<file path="src/rtl/setd_pkg.sv">
// Shared types, constants and codes for the servo endpoint table driver.
// Depends on nothing; every other file of the block but setd_ram imports it.
package setd_pkg;

  // Table size default and field widths
  localparam int NUM_CHANNELS_DEF = 16;
  localparam int CH_W    = 4;
  localparam int ANGLE_W = 8;
  localparam int STEP_W  = 5;
  localparam int PW_W    = 9;
  localparam int SADDR_W = 6;
  localparam int DELAY_W = 16;
  localparam int CFG_W   = 16;
  localparam int SUM_W   = 10;
  localparam int ENTRY_W = 2 * ANGLE_W + 1;

  // Reset values
  localparam logic [ANGLE_W-1:0] MIN_ANGLE_RESET = 8'd20;
  localparam logic [ANGLE_W-1:0] MAX_ANGLE_RESET = 8'd160;
  localparam logic [DELAY_W-1:0] OFF_DELAY_RESET = 16'd200;
  localparam logic [ANGLE_W-1:0] LOW_ANGLE_RESET = 8'd85;
  localparam logic [ANGLE_W-1:0] HIGH_ANGLE_RESET = 8'd95;

  // Pulse scale: 204 + angle*204/180 = 204 + (angle*17)/15,
  // (y/15) taken as (y*2185) >> 15, exact for y below 4681
  localparam logic [PW_W-1:0] PW_BASE     = 9'd204;
  localparam int              SCALED_W    = 13;
  localparam logic [11:0]     RECIP_15    = 12'd2185;
  localparam int              RECIP_SHIFT = 15;
  localparam int              PROD_W      = 25;

  // Command codes
  typedef enum logic [1:0] {
    CMD_SET    = 2'd0,
    CMD_ADJUST = 2'd1,
    CMD_TICK   = 2'd2
  } cmd_code_t;

  // Configuration register indexes
  typedef enum logic [1:0] {
    REG_MIN_ANGLE = 2'd0,
    REG_MAX_ANGLE = 2'd1,
    REG_OFF_DELAY = 2'd2
  } reg_index_t;

  // Output action codes
  localparam logic ACT_DRIVE = 1'b0;
  localparam logic ACT_OFF   = 1'b1;

  // Controller to datapath commands
  typedef struct packed {
    logic load;   // capture the beat and issue the table read
    logic pick;   // select endpoint, add step, first clamp
    logic scale;  // second clamp and angle*17
    logic mult;   // reciprocal multiply
    logic emit;   // write back, load drive result
    logic tick;   // advance millisecond count
  } setd_cmd_t;

  // Datapath to controller status
  typedef struct packed {
    logic id_ok;      // turnout_id inside the table
    logic tick_fire;  // count reaches the off delay on this tick
  } setd_stat_t;

endpackage

</file>
<file path="src/rtl/servo_endpoint_table_driver.sv">
// Top level of the servo endpoint table driver: sequencer plus datapath.
// Depends on setd_pkg, setd_ctrl, setd_datapath and setd_ram.
//
// A command is taken when start is high and busy low. A set or an adjust reads
// the table RAM at acceptance, then passes through a pick-and-clamp step, a
// scale step, a multiply step and a write-back step; busy stays high through
// them, and its result appears with strobe, registered from the write-back
// step. A new command may be given while strobe is high, so commands never
// overlap. A tick passes through a tick step, its switch-off (when the delay is
// reached) on strobe, registered from that step. A set on a channel outside the
// table and the unused command give no result and leave busy low. Each result
// sits on the output ports for the one cycle that strobe is high and cannot be
// held off; the ports keep the last result afterwards. The table comes out of
// reset ready at once, with no clearing pass.
module servo_endpoint_table_driver import setd_pkg::*; #(
  parameter int NUM_CHANNELS = NUM_CHANNELS_DEF
) (
  input  logic                      clk,
  input  logic                      rst,
  input  logic                      start,
  output logic                      busy,
  input  logic [1:0]                command,
  input  logic [CH_W-1:0]           turnout_id,
  input  logic                      position_select,
  input  logic signed [STEP_W-1:0]  adjust_step,
  output logic                      strobe,
  output logic                      action,
  output logic [CH_W-1:0]           channel,
  output logic [PW_W-1:0]           pulse_width,
  output logic                      store_write,
  output logic [SADDR_W-1:0]        store_address,
  output logic [ANGLE_W-1:0]        store_value,
  input  logic                      cfg_write,
  input  logic [1:0]                cfg_index,
  input  logic [CFG_W-1:0]          cfg_data
);

  setd_cmd_t  cmd;
  setd_stat_t stat;

  setd_ctrl u_ctrl (
    .clk     (clk),
    .rst     (rst),
    .start   (start),
    .command (command),
    .stat    (stat),
    .cmd     (cmd),
    .busy    (busy),
    .strobe  (strobe)
  );

  setd_datapath #(
    .NUM_CHANNELS (NUM_CHANNELS)
  ) u_datapath (
    .clk             (clk),
    .rst             (rst),
    .cmd             (cmd),
    .stat            (stat),
    .cfg_write       (cfg_write),
    .cfg_index       (cfg_index),
    .cfg_data        (cfg_data),
    .command         (command),
    .turnout_id      (turnout_id),
    .position_select (position_select),
    .adjust_step     (adjust_step),
    .action          (action),
    .channel         (channel),
    .pulse_width     (pulse_width),
    .store_write     (store_write),
    .store_address   (store_address),
    .store_value     (store_value)
  );

endmodule

</file>
<file path="src/rtl/setd_ram.sv">
// Generic single-port RAM with registered read.
// Depends on nothing.
module setd_ram #(
  parameter int WIDTH = 8,
  parameter int DEPTH = 16
) (
  input  logic                                   clk,
  input  logic                                   we,
  input  logic                                   re,
  input  logic [(DEPTH > 1 ? $clog2(DEPTH) : 1)-1:0] addr,
  input  logic [WIDTH-1:0]                       wdata,
  output logic [WIDTH-1:0]                       rdata
);

  logic [WIDTH-1:0] mem [DEPTH];

  // Write on enable, registered read
  always_ff @(posedge clk) begin
    if (we) begin
      mem[addr] <= wdata;
    end
    if (re) begin
      rdata <= mem[addr];
    end
  end

endmodule

</file>
<file path="src/rtl/setd_ctrl.sv">
// Sequencer for the servo endpoint table driver.
// Depends on setd_pkg; drives setd_datapath through setd_cmd_t.
module setd_ctrl import setd_pkg::*; (
  input  logic       clk,
  input  logic       rst,
  input  logic       start,
  input  logic [1:0] command,
  input  setd_stat_t stat,
  output setd_cmd_t  cmd,
  output logic       busy,
  output logic       strobe
);

  typedef enum logic [2:0] {
    S_IDLE,
    S_READ,
    S_SCALE,
    S_MULT,
    S_EMIT,
    S_TICK
  } state_t;

  state_t state;
  state_t state_next;

  // Pick the path for an accepted beat
  always_comb begin
    state_next = state;
    unique case (state)
      S_IDLE: begin
        if (start) begin
          case (command)
            CMD_SET:    state_next = stat.id_ok ? S_READ : S_IDLE;
            CMD_ADJUST: state_next = S_READ;
            CMD_TICK:   state_next = S_TICK;
            default:    state_next = S_IDLE;
          endcase
        end
      end
      S_READ:  state_next = S_SCALE;
      S_SCALE: state_next = S_MULT;
      S_MULT:  state_next = S_EMIT;
      S_EMIT:  state_next = S_IDLE;
      S_TICK:  state_next = S_IDLE;
      default: state_next = S_IDLE;
    endcase
  end

  // Decode datapath commands from state
  always_comb begin
    cmd.load  = (state == S_IDLE) && start;
    cmd.pick  = (state == S_READ);
    cmd.scale = (state == S_SCALE);
    cmd.mult  = (state == S_MULT);
    cmd.emit  = (state == S_EMIT);
    cmd.tick  = (state == S_TICK);
  end

  assign busy = (state != S_IDLE);

  // Hold state, raise strobe at the edge that loads a result
  always_ff @(posedge clk) begin
    if (rst) begin
      state  <= S_IDLE;
      strobe <= 1'b0;
    end else begin
      state  <= state_next;
      strobe <= (state == S_EMIT) || ((state == S_TICK) && stat.tick_fire);
    end
  end

endmodule

</file>
<file path="src/rtl/setd_datapath.sv">
// Datapath: endpoint table, clamp, pulse scaling, ms counter, result registers.
// Depends on setd_pkg and setd_ram; sequenced by setd_ctrl.
module setd_datapath import setd_pkg::*; #(
  parameter int NUM_CHANNELS = NUM_CHANNELS_DEF
) (
  input  logic                      clk,
  input  logic                      rst,
  input  setd_cmd_t                 cmd,
  output setd_stat_t                stat,
  input  logic                      cfg_write,
  input  logic [1:0]                cfg_index,
  input  logic [CFG_W-1:0]          cfg_data,
  input  logic [1:0]                command,
  input  logic [CH_W-1:0]           turnout_id,
  input  logic                      position_select,
  input  logic signed [STEP_W-1:0]  adjust_step,
  output logic                      action,
  output logic [CH_W-1:0]           channel,
  output logic [PW_W-1:0]           pulse_width,
  output logic                      store_write,
  output logic [SADDR_W-1:0]        store_address,
  output logic [ANGLE_W-1:0]        store_value
);

  localparam int IDX_W = (NUM_CHANNELS > 1) ? $clog2(NUM_CHANNELS) : 1;
  localparam logic [ENTRY_W-1:0] ENTRY_RESET = {1'b0, HIGH_ANGLE_RESET, LOW_ANGLE_RESET};

  // Configuration
  logic [ANGLE_W-1:0] min_angle;
  logic [ANGLE_W-1:0] max_angle;
  logic [DELAY_W-1:0] off_delay_ms;

  // Control state
  logic [CH_W-1:0]    last_channel;
  logic [DELAY_W-1:0] elapsed_ms;
  logic [NUM_CHANNELS-1:0] valid;

  // Beat and working registers
  logic [1:0]                cmd_r;
  logic [CH_W-1:0]           ch_r;
  logic                      sel_r;
  logic signed [STEP_W-1:0]  step_r;
  logic                      valid_q;
  logic                      side_r;
  logic [ANGLE_W-1:0]        lo_r;
  logic [ANGLE_W-1:0]        hi_r;
  logic [ANGLE_W-1:0]        val_r;
  logic [SCALED_W-1:0]       scaled_r;
  logic [PROD_W-1:0]         prod_r;

  // Combinational
  logic [CH_W-1:0]          ch_pick;
  logic [6:0]               ch_ext;
  logic [IDX_W-1:0]         ram_addr;
  logic                     ram_we;
  logic [ENTRY_W-1:0]       ram_wdata;
  logic [ENTRY_W-1:0]       ram_rdata;
  logic [ENTRY_W-1:0]       entry;
  logic                     side;
  logic [ANGLE_W-1:0]       base;
  logic signed [SUM_W-1:0]  sum;
  logic [ANGLE_W-1:0]       ang;
  logic [PW_W-1:0]          pw;
  logic [DELAY_W-1:0]       elapsed_inc;

  function automatic logic [ANGLE_W-1:0] clamp_angle(
    input logic signed [SUM_W-1:0] v,
    input logic [ANGLE_W-1:0]      lo,
    input logic [ANGLE_W-1:0]      hi
  );
    logic signed [SUM_W-1:0] lo_s;
    logic signed [SUM_W-1:0] hi_s;
    lo_s = signed'({2'b00, lo});
    hi_s = signed'({2'b00, hi});
    priority if (v < lo_s) return lo;
    else if (v > hi_s)     return hi;
    else                   return v[ANGLE_W-1:0];
  endfunction

  // Channel check and tick decision
  assign stat.id_ok = ({3'b000, turnout_id} < 7'(NUM_CHANNELS));
  assign elapsed_inc = (elapsed_ms == '1) ? elapsed_ms : elapsed_ms + 16'd1;
  assign stat.tick_fire = (elapsed_inc >= off_delay_ms);

  // Table address: turnout_id for a set on load, last channel for other loads, held channel otherwise
  assign ch_pick  = (cmd.load && (command == CMD_SET)) ? turnout_id :
                    (cmd.load ? last_channel : ch_r);
  assign ch_ext   = 7'(ch_pick);
  assign ram_addr = ch_ext[IDX_W-1:0];
  assign ram_we   = cmd.emit;
  assign ram_wdata = side_r ? {side_r, val_r, lo_r} : {side_r, hi_r, val_r};

  setd_ram #(
    .WIDTH (ENTRY_W),
    .DEPTH (NUM_CHANNELS)
  ) u_table (
    .clk   (clk),
    .we    (ram_we),
    .re    (cmd.load),
    .addr  (ram_addr),
    .wdata (ram_wdata),
    .rdata (ram_rdata)
  );

  // Entry not yet written reads as its reset value
  assign entry = valid_q ? ram_rdata : ENTRY_RESET;
  assign side  = (cmd_r == CMD_SET) ? sel_r : entry[ENTRY_W-1];
  assign base  = side ? entry[2*ANGLE_W-1:ANGLE_W] : entry[ANGLE_W-1:0];
  assign sum   = signed'({2'b00, base}) + SUM_W'(step_r);
  assign ang   = clamp_angle(signed'({2'b00, val_r}), min_angle, max_angle);
  assign pw    = PW_BASE + PW_W'(prod_r[PROD_W-1:RECIP_SHIFT]);

  // Configuration writes; indexes beyond the list are dropped
  always_ff @(posedge clk) begin
    if (rst) begin
      min_angle    <= MIN_ANGLE_RESET;
      max_angle    <= MAX_ANGLE_RESET;
      off_delay_ms <= OFF_DELAY_RESET;
    end else if (cfg_write) begin
      case (cfg_index)
        REG_MIN_ANGLE: min_angle    <= cfg_data[ANGLE_W-1:0];
        REG_MAX_ANGLE: max_angle    <= cfg_data[ANGLE_W-1:0];
        REG_OFF_DELAY: off_delay_ms <= cfg_data[DELAY_W-1:0];
        default: ;
      endcase
    end
  end

  // Valid bits, last channel and millisecond count
  always_ff @(posedge clk) begin
    if (rst) begin
      valid        <= '0;
      last_channel <= '0;
      elapsed_ms   <= '0;
    end else begin
      if (cmd.emit) begin
        valid[ram_addr] <= 1'b1;
        last_channel    <= ch_r;
        elapsed_ms      <= '0;
      end else if (cmd.tick) begin
        elapsed_ms <= stat.tick_fire ? '0 : elapsed_inc;
      end
    end
  end

  // Working registers along the drive path
  always_ff @(posedge clk) begin
    if (cmd.load) begin
      cmd_r   <= command;
      ch_r    <= ch_pick;
      sel_r   <= position_select;
      step_r  <= adjust_step;
      valid_q <= valid[ram_addr];
    end
    if (cmd.pick) begin
      side_r <= side;
      lo_r   <= entry[ANGLE_W-1:0];
      hi_r   <= entry[2*ANGLE_W-1:ANGLE_W];
      val_r  <= (cmd_r == CMD_ADJUST) ? clamp_angle(sum, min_angle, max_angle) : base;
    end
    if (cmd.scale) begin
      scaled_r <= {1'b0, ang, 4'b0000} + SCALED_W'(ang);
    end
    if (cmd.mult) begin
      prod_r <= PROD_W'(scaled_r) * PROD_W'(RECIP_15);
    end
  end

  // Result registers
  always_ff @(posedge clk) begin
    if (cmd.emit) begin
      action        <= ACT_DRIVE;
      channel       <= ch_r;
      pulse_width   <= pw;
      store_write   <= (cmd_r == CMD_ADJUST);
      store_address <= (cmd_r == CMD_ADJUST) ? {1'b0, ch_r, side_r} + 6'd1 : '0;
      store_value   <= (cmd_r == CMD_ADJUST) ? val_r : '0;
    end else if (cmd.tick && stat.tick_fire) begin
      action        <= ACT_OFF;
      channel       <= last_channel;
      pulse_width   <= '0;
      store_write   <= 1'b0;
      store_address <= '0;
      store_value   <= '0;
    end
  end

endmodule

</file>
<file path="config.mk">
export PLATFORM = sky130hd
export DESIGN_NAME = servo_endpoint_table_driver
export DESIGN_NICKNAME = d
export VERILOG_FILES = /design/src/rtl/setd_pkg.sv /design/src/rtl/servo_endpoint_table_driver.sv /design/src/rtl/setd_ram.sv /design/src/rtl/setd_ctrl.sv /design/src/rtl/setd_datapath.sv
export SDC_FILE = /design/constraint.sdc
export NUM_CORES = 1
export LEC_CHECK = 0
export BUFFER_PORTS_ARGS = -buffer_cell sky130_fd_sc_hd__buf_2
export CORE_MARGIN = 4
export CORE_UTILIZATION = 50
export CTS_CLUSTER_DIAMETER = 60
export DETAILED_ROUTE_END_ITERATION = 6
export PLACE_DENSITY = 0.66
export SYNTH_ARGS = -nofsm -noshare
export SYNTH_HDL_FRONTEND = slang
export SYNTH_HIERARCHICAL = 1
export SYNTH_SLANG_ARGS = --single-unit
</file>
<file path="constraint.sdc">
create_clock -name clk -period 8.7 [get_ports clk]
set_input_delay 2.175 -clock clk [delete_from_list [all_inputs] [get_ports clk]]
set_output_delay 2.175 -clock clk [all_outputs]
set_load 0.01 [all_outputs]
</file>
; ---- After elaboration in Yosys (flattened, before gate mapping)
; Memories as Yosys holds them, arrays and structs flattened. A register that Yosys moved wholly into a read port is not among the register bits.
; Index checks and enable logic that the tools add are counted.
[op_classes]
add_sub_neg = 5
n_mul = 1
order_cmp = 7
n_eq_ne = 12
n_mux = 34
bitwise_logic = 1
reduce_logical = 16
[ops]
columns = op, n
row1 = two-way mux 8 bit, 9
row2 = two-way mux 17 bit, 2
row3 = two-way mux 16 bit, 2
row4 = "multiplier 13 x 12 -> 24 bit, second input constant", 1
row5 = two-way mux 6 bit, 3
row6 = two-way mux 9 bit, 2
row7 = "adder 16 x 1 -> 16 bit, second input constant", 1
row8 = "equality test 16 bit, second input constant", 1
row9 = greater-or-equal comparator 16 bit, 1
row10 = two-way mux 4 bit, 4
row11 = bitwise OR 16 bit, 1
row12 = adder 12 x 8 -> 13 bit, 1
row13 = case mux 3 bit (4 select lines), 1
row14 = adder 9 x 5 -> 10 bit, 1
row15 = > comparator 10 x 9 -> 1 bit, 1
row16 = less-than comparator 10 x 9 -> 1 bit, 1
row17 = "adder 8 x 9 -> 9 bit, first input constant", 1
row18 = > comparator 8 bit, 1
row19 = less-than comparator 8 bit, 1
row20 = two-way mux 1 bit, 7
row21 = "adder 5 x 1 -> 6 bit, second input constant", 1
row22 = "equality test 2 x 1 -> 1 bit, second input constant", 3
row23 = "equality test 3 x 2 -> 1 bit, second input constant", 2
row24 = "equality test 3 bit, second input constant", 2
row25 = 17 further kinds, 26
[totals]
regBits = 176
ram_bits = 272
inputBits = 34
memories = 1
[mem_list]
columns = memory, depth, word_bits, read_ports, rd_ports_with_merged_regs, write_ports, line
row1 = u_datapath.u_table.mem, 16, 17, 1, 1, 1, setd_ram.sv:15  ; logic [WIDTH-1:0] mem [DEPTH];

; ---- Logic depth before layout (Yosys ltp)
; Gate-level depths: netlist (run 1).
[depth]
depth_word = 9
mapped_depth = 22
mapped_depth_nobuf = 21

; ---- Hierarchy
; The synthesis (run 1) kept the hierarchy.
[by_module_without_submodules]
columns = mod, instances, cells_each, area_each_um2, seq_area_each_um2
row1 = setd_ram, 1, 458, 10800.4, 8678.3
row2 = setd_datapath, 1, 974, 9892.0, 4023.9
row3 = setd_ctrl, 1, 30, 290.3, 80.1

; ---- Least setup slack after synthesis (run 1)
; No wires, ideal clock.
[synth_timing]
kind = input-to-reg
start = input port start
end = memory u_datapath/u_table/mem[12][0] (netlist bit), enable pin
setup_ns = 0.413
t_arrival_ns = 6.422
required_time_ns = 8.287
path_slack_ns = 1.865
cell_stages = 6
path_cell_list = nor4b_2 -> clkbuf_1 -> nor2_1 -> a21oi_1 -> nand3_1 -> nor3_1
[synth_between]
elab_chain_cells = 3
word_cells_on_any_way = 4
cone_classes = 2 x mux / 2 x reduce/logical
[synth_lines]
columns = element, line
row1 = from (decl), servo_endpoint_table_driver.sv:20  ; input logic start,
row2 = logical AND 1 bit (*), setd_ctrl.sv:51  ; cmd.load = (state == S_IDLE) && start;
row3 = two-way mux 4 bit / logical AND 1 bit (equally long branches), "setd_datapath.sv:87, setd_datapath.sv:86"
row4 = two-way mux 4 bit (*), setd_datapath.sv:86  ; assign ch_pick = (cmd.load && (command == CMD_SET)) ? turnout_id :
row5 = net u_datapath.ch_pick[2], setd_datapath.sv:52  ; logic [CH_W-1:0] ch_pick;
row6 = to (decl), setd_ram.sv:15
; The timed path passes the listed nets; every way through them passes the cells marked *.

==> flow_summary_export.csv, run 1 <==
group,metric,value,unit
sta,fin_skew,0.0270,ns
logic_synthesis,avgSynthCellArea,14.4,um2
critical_path,worstSetupEndpointType,"flop",
power_and_ir_drop,power_density,233,nW/um2
sta,worst_slew_pin_slew,1.13,ns
floorplan,fp.dieH,213,um
clock_network,postCtsHoldBufs,0,
logic_synthesis,synthCells,1462,
outcome,status,"finished clean",
power_and_ir_drop,fin_total_pwr,5.46,mW
final_layout,multi_input_area,7690,um2
final_layout,final_common_cell,"edfxtp_1",
logic_synthesis,synth_nets,1637,
global_routing,grt_start_max_net_pins,61,
power_and_ir_drop,vdd_drop_max,0.143,mV
clock_network,post_cts_buffers,0,
critical_path,start_kind,"input pin",
critical_path,r2r_setup_slack,3.33,ns
sta,slew_violations,0,
sta,tns,0,ns
clock_network,cts_tree,"built",
routing,wl_per_cell,20.4,um
logic_synthesis,synthFlopType,"edfxtp_1",
routing,initialDrtViolationCount,885,
routing,ant_nets,0,
final_layout,final_cell_mix,"edfxtp_1, ha_1, nor2_1",
logic_synthesis,async_flop_share,0,
clock_network,clockBufferDepth,3,
placed_design,portBuffers,64,
sta,rsz0062_at_grt,"false",
global_routing,grt_pass1_wl,68.4,mm
hold_path,hp-class,"reg2reg",
critical_path,rr_endpoint,"u_datapath/val_r[6]$_DFFE_PP_",
critical_path,crit_type,"in2reg",
floorplan,dieArea,45300,um2
floorplan,rows,74,
floorplan,initial_core_util,0.509,
clock_network,htreeDepth,2,
sta,max_freq,184,MHz
final_layout,nNetsFinal,1717,
critical_path,reg2reg_depth,17,
clock_network,cts_root_buf,"clkbuf_16",
routing,viasPerCell,5.70,
logic_synthesis,synthDistinctLibCells,76,
global_routing,antenna_found_initial,1,
logic_synthesis,ys_ff_latch,450,
critical_path,worstPathRequired,9.00,ns
critical_path,regToRegStartpoint,"u_datapath/valid_q$_DFFE_PP_",
clock_network,clk_pin_slew,0.06,ns
routing,drtPass1Iterations,5,
global_routing,grt_overflow,0,
logic_synthesis,ys_warn_count,6,
clock_network,cts_made_buffers,49,
floorplan,num_io_pins,65,
floorplan,die_x,213,um
sta,setup_violations,0,
final_layout,drive_above_1_share,0.184,
logic_synthesis,syn_area,21000,um2
critical_path,crit_fanout,60,
logic_synthesis,synth-seq-area-share,0.609,
critical_path,arrival,5.73,ns
final_layout,regArea,12800,um2
routing,vias,12000,
routing,drc_errors,0,
global_routing,grt.total_usage,0.194,
hold_path,min-delay-start,"u_datapath/off_delay_ms[12]$_SDFFE_PP0P_",
hold_path,holdPathEnd,"u_datapath/off_delay_ms[12]$_SDFFE_PP0P_",
sta,max_slew_margin,0.248,
global_routing,grt_pass1_vias,12200,
sta,period_share,0.624,
floorplan,core_area,41200,um2
sta,finalCriticalPeriod,5.43,ns
clock_network,worstSkewPairLatency,0.58,ns
final_layout,layout-area-overhead-vs-synth,11.7,%
placed_design,place_congestion,0.879,
placed_design,post-dp-hpwl,29.4,mm
sta,hold_viol_final,0,
power_and_ir_drop,leakage,8.83,nW
run,maxCapViolCount,0,
hold_path,min_path_cells,2,
logic_synthesis,synth_edf_count,377,
final_layout,fill_cells,3199,
clock_network,cts_resized,0,
clock_network,cts_sinks,450,
routing,drt_wl_total,43.2,mm
[stage by stage]
| step | setup WS, ns | hold slack [ns] | instances | util | area [um2] |
|---|---|---|---|---|---|
| after detailed placement | 2.79 | 0.447 | 2023 | 0.532 | 21900 |
| after CTS | 3.26 | 0.455 | 2110 | 0.569 | 23400 |
| final | 3.27 | 0.451 | 2112 | 0.569 | 23400 |
| after global placement | 2.81 | 0.443 | 2023 | 0.532 | 21900 |
| after global routing | 2.80 | 0.475 | 2110 | 0.569 | 23400 |
| after floorplan | 1.87 | 0.431 | 1462 | - | 21000 |
[registers in the layout, summed over array words and instances, names as in the netlist, 2 cells and up]
register / cells
u_datapath/lo_r: 8
u_datapath/u_table/rdata: 17
u_datapath/elapsed_ms: 16
u_datapath/max_angle: 8
u_datapath/prod_r: 9
u_datapath/store_address: 6
u_datapath/val_r: 8
u_datapath/hi_r: 8
u_datapath/valid: 16
u_datapath/store_value: 8
u_datapath/u_table/mem: 272
u_datapath/step_r: 5
u_datapath/cmd_r: 2
u_datapath/scaled_r: 13
u_ctrl/state: 3
u_datapath/last_channel: 4
u_datapath/ch_r: 4
u_datapath/off_delay_ms: 16
u_datapath/pulse_width: 9
u_datapath/channel: 4
u_datapath/min_angle: 8
[synthesized netlist by cell type (all sizes together) (2+ instances only)]
library cell,n,share of area
fa,11,0.010
o211ai,2,0.00072
and4,6,0.0025
inv,89,0.016
nand2,85,0.015
o21ai,28,0.0067
nor3b,4,0.0014
a21boi,3,0.0013
mux2,29,0.016
or3,3,0.00089
a21o,21,0.0075
and2,15,0.0045
or2,2,0.00060
mux4,72,0.077
a221oi,2,0.0011
nand3,25,0.0060
a211oi,3,0.0011
o21bai,4,0.0014
and3,14,0.0042
xor2,23,0.0096
o21a,2,0.00072
nand4,9,0.0027
a21oi,72,0.018
a211o,6,0.0025
buf,26,0.0083
mux2i,28,0.013
nor3,16,0.0038
nand2b,21,0.0063
nor2,113,0.021
a31o,2,0.00083
a22oi,39,0.014
a31oi,3,0.00089
a2111oi,3,0.0018
xnor2,28,0.012
clkbuf,29,0.0052
nand3b,5,0.0018
dfxtp,73,0.070
nor2b,19,0.0060
ha,130,0.078
a311oi,2,0.0017
edfxtp,377,0.54
[routing by layer]
layer / GRT usage / vias to the layer above / wire length, um
met1: 0.265 / 6029 / 18800
met4: 0.0560 / 0 / 1030
met2: 0.320 / 292 / 20900
li1: - / 5651 / -
met3: 0.0369 / 72 / 2420
met5: 0 / - / 0
[critical path, cell delays in order]
cell	delay (ns)
buf_2	0.12
nor4b_4	0.86
nor2_1	0.18
a21oi_4	0.66
buf_4	0.79
mux4_2	0.41
a22oi_1	0.35
nand2_1	0.11
[worst max path at each step]
stage	startpoint	end	slack, ns	depth (start not counted)
4_1_cts	u_datapath/valid_q$_DFFE_PP_	u_datapath/val_r[6]$_DFFE_PP_	3.26	17
6_report	start	u_datapath/u_table/rdata[0]$_DFFE_PP_	3.27	8
5_1_grt	u_datapath/valid_q$_DFFE_PP_	u_datapath/val_r[6]$_DFFE_PP_	2.80	17
3_5_place_dp	start	u_datapath/u_table/rdata[0]$_DFFE_PP_	2.79	8
2_1_floorplan	start	u_datapath/u_table/mem[12][0]$_DFFE_PP_	1.87	6
3_3_place_gp	start	u_datapath/u_table/rdata[0]$_DFFE_PP_	2.81	8
[layout make-up]
class,count,share of cell area
well taps,532,0.0284
inverters,89,0.0143
multi-input cells,868,0.328
repair buffers,84,0.0201
flip-flops and latches,450,0.545
diodes,2,0.000214
clock inverters,17,0.00443
clock buffers,70,0.0592
[where the power goes]
group          internal [mW]  switching [mW]  total [mW]
Clock                   1.11           0.809        1.92
Combinational          0.453           0.603        1.06
Sequential              2.45          0.0417        2.49
[cells by family after synthesis]
kind of cell               count (synthesis)  share of synthesized area
DFF                                      450                      0.609
and+or+nand+nor                          343                     0.0802
AOI/OAI and AO/OA                        203                     0.0655
buffers and inverters                    144                     0.0294
adders and majority gates                141                     0.0880
muxes                                    129                      0.106
xor gates and xnor gates                  51                     0.0213
other                                      1                   0.000179
Power figures use the tool's default switching activity.
==> run 2: changes to the inputs <==
Clock period 8.7 ns to 5.7 ns, I/O delays scaled along.
==> run 2 against run 1 <==
Effect of this change: combinational power grew 55%; worst hold slack better by 0.00061 ns; count of clock-buffer cells in the layout decreased by 9; global-route usage increased by 1.2 points; clock power rose by 56%; register-to-register slack got worse by 2.5 ns; routed wire length rose by 5.6%; worst setup slack worse by 2.5 ns; sequential share of layout area fell by 0.48 points; clock skew grew 0.014 ns; largest power group unchanged.
==> flow_summary_export.csv, run 2 (synthesis gave the netlist of run 1 again) <==
group,metric,value,unit
power_and_ir_drop,p_sw,2.27,mW
placed_design,post-place-ws,0.456,ns
final_layout,reg.largest.list,"u_datapath/u_table/mem x272, u_datapath/u_table/rdata x17",
sta,fin_skew,0.0411,ns
final_layout,final_cell_mix,"edfxtp_1, ha_1, nor2_1",
placed_design,placedCellCount,2037,
sta,worst_slew_pin_slew,1.07,ns
floorplan,initial_core_util,0.509,
routing,vias,12200,
critical_path,worstSetupEndpointType,"flop",
critical_path,arrival,5.20,ns
global_routing,antenna_found_initial,0,
sta,hold_ws,0.451,ns
clock_network,clk_pin_slew,0.06,ns
clock_network,worstSkewPairLatency,0.60,ns
clock_network,htreeDepth,2,
final_layout,drive_above_1_share,0.196,
placed_design,post-dp-hpwl,29.6,mm
floorplan,dieArea,45300,um2
run,maxCapViolCount,0,
clock_network,post_cts_buffers,0,
routing,initialDrtViolationCount,1129,
critical_path,worstPathRequired,6.01,ns
hold_path,min-delay-start,"u_datapath/off_delay_ms[12]$_SDFFE_PP0P_",
power_and_ir_drop,cell_internal_pwr,6.17,mW
floorplan,fp.dieH,213,um
sta,period_share,0.857,
routing,drt_wl_total,45.6,mm
power_and_ir_drop,leakage,8.95,nW
sta,tns,0,ns
sta,slew_violations,0,
floorplan,rows,74,
global_routing,grt_overflow,0,
power_and_ir_drop,fin_total_pwr,8.45,mW
placed_design,place_congestion,0.895,
sta,max_slew_margin,0.286,
final_layout,nNetsFinal,1730,
power_and_ir_drop,seqPwrFrac,0.450,
power_and_ir_drop,vdd_drop_max,0.247,mV
clock_network,cts_sinks,450,
global_routing,grt_pass1_vias,12300,
sta,hold_viol_final,0,
critical_path,start_kind,"flop",
global_routing,grt_pass1_wl,71.2,mm
power_and_ir_drop,power_frac_comb,0.194,
critical_path,regToRegStartpoint,"u_datapath/valid_q$_DFFE_PP_",
floorplan,core_area,41200,um2
critical_path,rr_endpoint,"u_datapath/val_r[7]$_DFFE_PP_",
floorplan,die_x,213,um
critical_path,reg2reg_depth,18,
outcome,status,"finished clean",
clock_network,cts_tree,"built",
floorplan,num_io_pins,65,
power_and_ir_drop,p_clk_frac,0.356,
final_layout,fin_cells,2125,
routing,drc_errors,0,
routing,viasPerCell,5.75,
sta,fin_ws,0.814,ns
final_layout,final_common_cell,"edfxtp_1",
hold_path,holdPathEnd,"u_datapath/off_delay_ms[12]$_SDFFE_PP0P_",
power_and_ir_drop,swShare,0.269,
sta,max_freq,205,MHz
placed_design,portBuffers,64,
critical_path,cpPeakStageDelay,0.62,ns
clock_network,postCtsHoldBufs,0,
routing,ant_nets,0,
power_and_ir_drop,power_density,357,nW/um2
critical_path,crit_chain,"nand2_1, nor2_1, a21oi_2, mux2_2, ha_1, a21oi_1, nand2_1, a21o_1, a21oi_1, xnor2_1, ha_1, or4_1, nor2_1, o21ai_0, a21oi_1, o22ai_2, nor2_2, a222oi_1",
clock_network,cts_made_buffers,48,
final_layout,largest_reg_flops,272,
clock_network,clockBufferDepth,3,
sta,finalCriticalPeriod,4.89,ns
hold_path,hp-class,"reg2reg",
sta,setup_violations,0,
routing,drtPass1Iterations,6,
hold_path,min_path_cells,2,
critical_path,crit_type,"reg2reg",
routing,wl_per_cell,21.4,um
global_routing,grt_start_max_net_pins,59,
final_layout,regMostFlops,"u_datapath/u_table/mem",
clock_network,cts_resized,0,
critical_path,critPathSlowestCell,"edfxtp_1",
sta,rsz0062_at_grt,"false",
final_layout,layout-area-overhead-vs-synth,12.7,%
global_routing,grt.total_usage,0.205,
critical_path,crit_fanout,17,
clock_network,cts_root_buf,"clkbuf_16",
critical_path,path_common_cell,"a21oi_1",
critical_path,r2r_setup_slack,0.81,ns
==> run 2: power groups by stage <==
stage / Combinational [mW] / Sequential, mW / Clock (mW)
floorplan: 1.25 / 3.83 / 0
global placement: 1.62 / 3.87 / 0
detailed placement: 1.64 / 3.87 / 0
CTS: 1.65 / 3.80 / 3.08
global route: 1.85 / 3.81 / 3.24
finish: 1.64 / 3.80 / 3.00
==> run 2: cell type report <==
| type | instances | area [um2] |
|---|---|---|
| flip-flops and latches | 450 | 12800 |
| multi-input cells | 868 | 7690 |
| inverters | 89 | 334 |
| clock inverters | 26 | 262 |
| repair buffers | 98 | 638 |
| well taps | 532 | 666 |
| diodes | 1 | 2.50 |
| clock buffers | 61 | 1270 |
| fillers | 3195 | 17600 |
==> run 2: critical path, delay by kind of cell (launching register included) <==
family | cells | cell delay (ns)
AO/OA/AOI/OAI | 8 | 1.52
adder cells (fa/ha/maj) | 2 | 0.58
flip-flops | 1 | 0.62
AND/OR/NAND/NOR | 6 | 1.28
XOR/XNOR | 1 | 0.17
multiplexers | 1 | 0.44
==> run 2: layer usage <==
layer / up-vias / GRT usage / part of all wire
met4: 0 / 0.0595 / 0.022
met2: 338 / 0.330 / 0.47
met3: 71 / 0.0322 / 0.057
met5: - / 0 / 0
met1: 6116 / 0.294 / 0.45
li1: 5695 / - / -
==> run 2: metrics by stage <==
stage          cell area, um2  utilization
5_1_grt                 23600        0.574
6_report                23600        0.574
3_5_place_dp            22100        0.537
3_3_place_gp            22100        0.537
2_1_floorplan           21000            -
4_1_cts                 23600        0.574
==> run 2: worst max-delay path by stage <==
stage | to | startpoint | slack [ns]
detailed placement | u_datapath/val_r[7]$_DFFE_PP_ | u_datapath/valid_q$_DFFE_PP_ | 0.46
finish | u_datapath/val_r[7]$_DFFE_PP_ | u_datapath/valid_q$_DFFE_PP_ | 0.81
CTS | u_datapath/val_r[4]$_DFFE_PP_ | u_datapath/valid_q$_DFFE_PP_ | 0.45
global placement | u_datapath/val_r[7]$_DFFE_PP_ | u_datapath/valid_q$_DFFE_PP_ | 0.64
floorplan | u_datapath/u_table/mem[12][0]$_DFFE_PP_ | start | 0.34
global route | u_datapath/val_r[0]$_DFFE_PP_ | u_datapath/valid_q$_DFFE_PP_ | 0.30
==> run 3: changes to the inputs <==
==> constraint.sdc (replaced) <==
create_clock -name clk -period 5.7 [get_ports clk]
set_input_delay 0.57 -clock clk [delete_from_list [all_inputs] [get_ports clk]]
set_output_delay 0.57 -clock clk [all_outputs]
set_load 0.01 [all_outputs]
==> run 3 against run 2 <==
Effect of this change: count of clock-buffer cells in the layout is 1 higher; via count hardly changed; global-route usage is 0.071 points higher; power is 2.8% higher; sequential power hardly changed; clock skew is 0.021 ns lower; worst hold slack worse by 0.29 ns; critical path depth is 2 higher; die area stayed put; maximum frequency is 2.5% higher; largest cell class unchanged; worst setup slack better by 0.12 ns.
==> flow_summary_export.csv, run 3 (synthesis gave the netlist of run 1 again) <==
group,metric,value,unit
power_and_ir_drop,vdd_drop_max,0.270,mV
critical_path,worstSetupEndpointType,"flop",
clock_network,htreeDepth,2,
floorplan,die_x,213,um
power_and_ir_drop,power_density,366,nW/um2
floorplan,num_io_pins,65,
power_and_ir_drop,leakage,9.00,nW
sta,max_freq,210,MHz
sta,tns,0,ns
routing,initialDrtViolationCount,1083,
final_layout,final_cell_mix,"edfxtp_1, ha_1, nor2_1",
global_routing,antenna_found_initial,0,
placed_design,portBuffers,64,
floorplan,core_area,41200,um2
clock_network,post_cts_buffers,0,
global_routing,grt_pass1_vias,12300,
floorplan,fp.dieH,213,um
floorplan,initial_core_util,0.509,
sta,worst_slew_pin_slew,1.20,ns
routing,drtPass1Iterations,5,
global_routing,grt_start_max_net_pins,59,
power_and_ir_drop,fin_total_pwr,8.68,mW
placed_design,place_congestion,0.874,
routing,viasPerCell,5.73,
final_layout,final_common_cell,"edfxtp_1",
critical_path,arrival,5.14,ns
final_layout,antenna_cells,0,
sta,period_share,0.836,
sta,rsz0062_at_grt,"false",
floorplan,dieArea,45300,um2
routing,drt_wl_total,45.8,mm
sta,slew_violations,0,
final_layout,fill_cells,3226,
hold_path,hp-class,"in2reg",
critical_path,crit_type,"reg2reg",
global_routing,grt_overflow,0,
final_layout,largest_reg_flops,272,
final_layout,nNetsFinal,1734,
routing,wl_per_cell,21.5,um
critical_path,start_kind,"flop",
final_layout,reg.largest.list,"u_datapath/u_table/mem x272, u_datapath/u_table/rdata x17",
clock_network,clk_pin_slew,0.06,ns
sta,max_slew_margin,0.192,
critical_path,worstPathRequired,6.08,ns
sta,hold_viol_final,0,
sta,finalCriticalPeriod,4.77,ns
clock_network,cts_tree,"built",
sta,setup_violations,0,
final_layout,layout-area-overhead-vs-synth,13.1,%
final_layout,fin_cells,2132,
routing,vias,12200,
clock_network,clockBufferDepth,3,
clock_network,cts_sinks,450,
sta,fin_skew,0.0197,ns
final_layout,drive_above_1_share,0.201,
placed_design,placedCellCount,2039,
clock_network,worstSkewPairLatency,0.59,ns
final_layout,regMostFlops,"u_datapath/u_table/mem",
routing,drc_errors,0,
clock_network,cts_made_buffers,50,
global_routing,grt_pass1_wl,71.4,mm
run,maxCapViolCount,0,
clock_network,postCtsHoldBufs,0,
floorplan,rows,74,
outcome,status,"finished clean",
placed_design,post-dp-hpwl,30.7,mm
routing,ant_nets,0,
critical_path,crit_fanout,17,
clock_network,cts_resized,0,
global_routing,grt.total_usage,0.206,
clock_network,cts_root_buf,"clkbuf_16",
==> run 3: cell types whose count changed in the layout (fill, tap and decap cells not counted), sizes merged <==
cell,before,now
bufinv,3,7
clkinvlp,1,4
inv,95,92
buf,98,100
clkbuf,61,62
clkinv,16,17
diode,1,0
==> run 3: routing by layer <==
| layer | track usage | up-vias | wire length [um] |
|---|---|---|---|
| met3 | 0.0282 | 64 | 2400 |
| met1 | 0.282 | 6140 | 19800 |
| li1 | - | 5697 | - |
| met4 | 0.0606 | 0 | 942 |
| met5 | 0 | - | 0 |
| met2 | 0.348 | 320 | 22700 |
==> run 3: stage by stage <==
stage               setup slack, ns  hold WS, ns   util  area (um2)
floorplan                     0.470        0.431      -       21000
global placement               1.07        0.445  0.535       22100
detailed placement            0.956        0.450  0.535       22100
CTS                           0.905        0.132  0.576       23700
global route                  0.455        0.148  0.576       23700
finish                        0.932        0.164  0.576       23700
==> run 3: area by class of cell <==
class	count	area [um2]	area share
flip-flops and latches	450	12800	0.539
multi-input cells	868	7690	0.324
clock buffers	62	1300	0.0546
well taps	532	666	0.0281
repair buffers	100	591	0.0249
clock inverters	31	372	0.0157
inverters	89	334	0.0141
==> run 3: final timing paths <==
| kind | depth (start not counted) | slack (ns) | endpoint | from |
|---|---|---|---|---|
| hold reg to reg | 2 | 0.45 | u_datapath/off_delay_ms[12]$_SDFFE_PP0P_ | u_datapath/off_delay_ms[12]$_SDFFE_PP0P_ |
| hold / removal | 1 | 0.16 | u_datapath/step_r[3]$_DFFE_PP_ | adjust_step[3] |
| setup / recovery | 20 | 0.93 | u_datapath/val_r[7]$_DFFE_PP_ | u_datapath/valid_q$_DFFE_PP_ |
| setup reg to reg | 20 | 0.93 | u_datapath/val_r[7]$_DFFE_PP_ | u_datapath/valid_q$_DFFE_PP_ |
==> run 3: power breakdown <==
part,total [mW],switching (mW),internal (mW),leakage [nW]
Clock,3.25,1.31,1.95,0.807
Combinational,1.63,0.935,0.698,4.14
Sequential,3.80,0.0636,3.73,4.05
==> run 3: worst max-delay path, cell delays in order (launching register included) <==
cell and delay [ns]:
edfxtp_1 0.68, nand2_1 0.12, nor2_1 0.11, a21oi_1 0.05, buf_4 0.18, mux2_2 0.25, ha_1 0.17, inv_1 0.06
fa_1 0.39, o21ai_1 0.35, a21oi_1 0.14, xnor2_1 0.21, ha_1 0.24, or4_1 0.55, nor2_1 0.10, o21ai_0 0.13
a21oi_1 0.19, o22ai_2 0.10, nand2_2 0.16, inv_2 0.07, a222oi_1 0.30
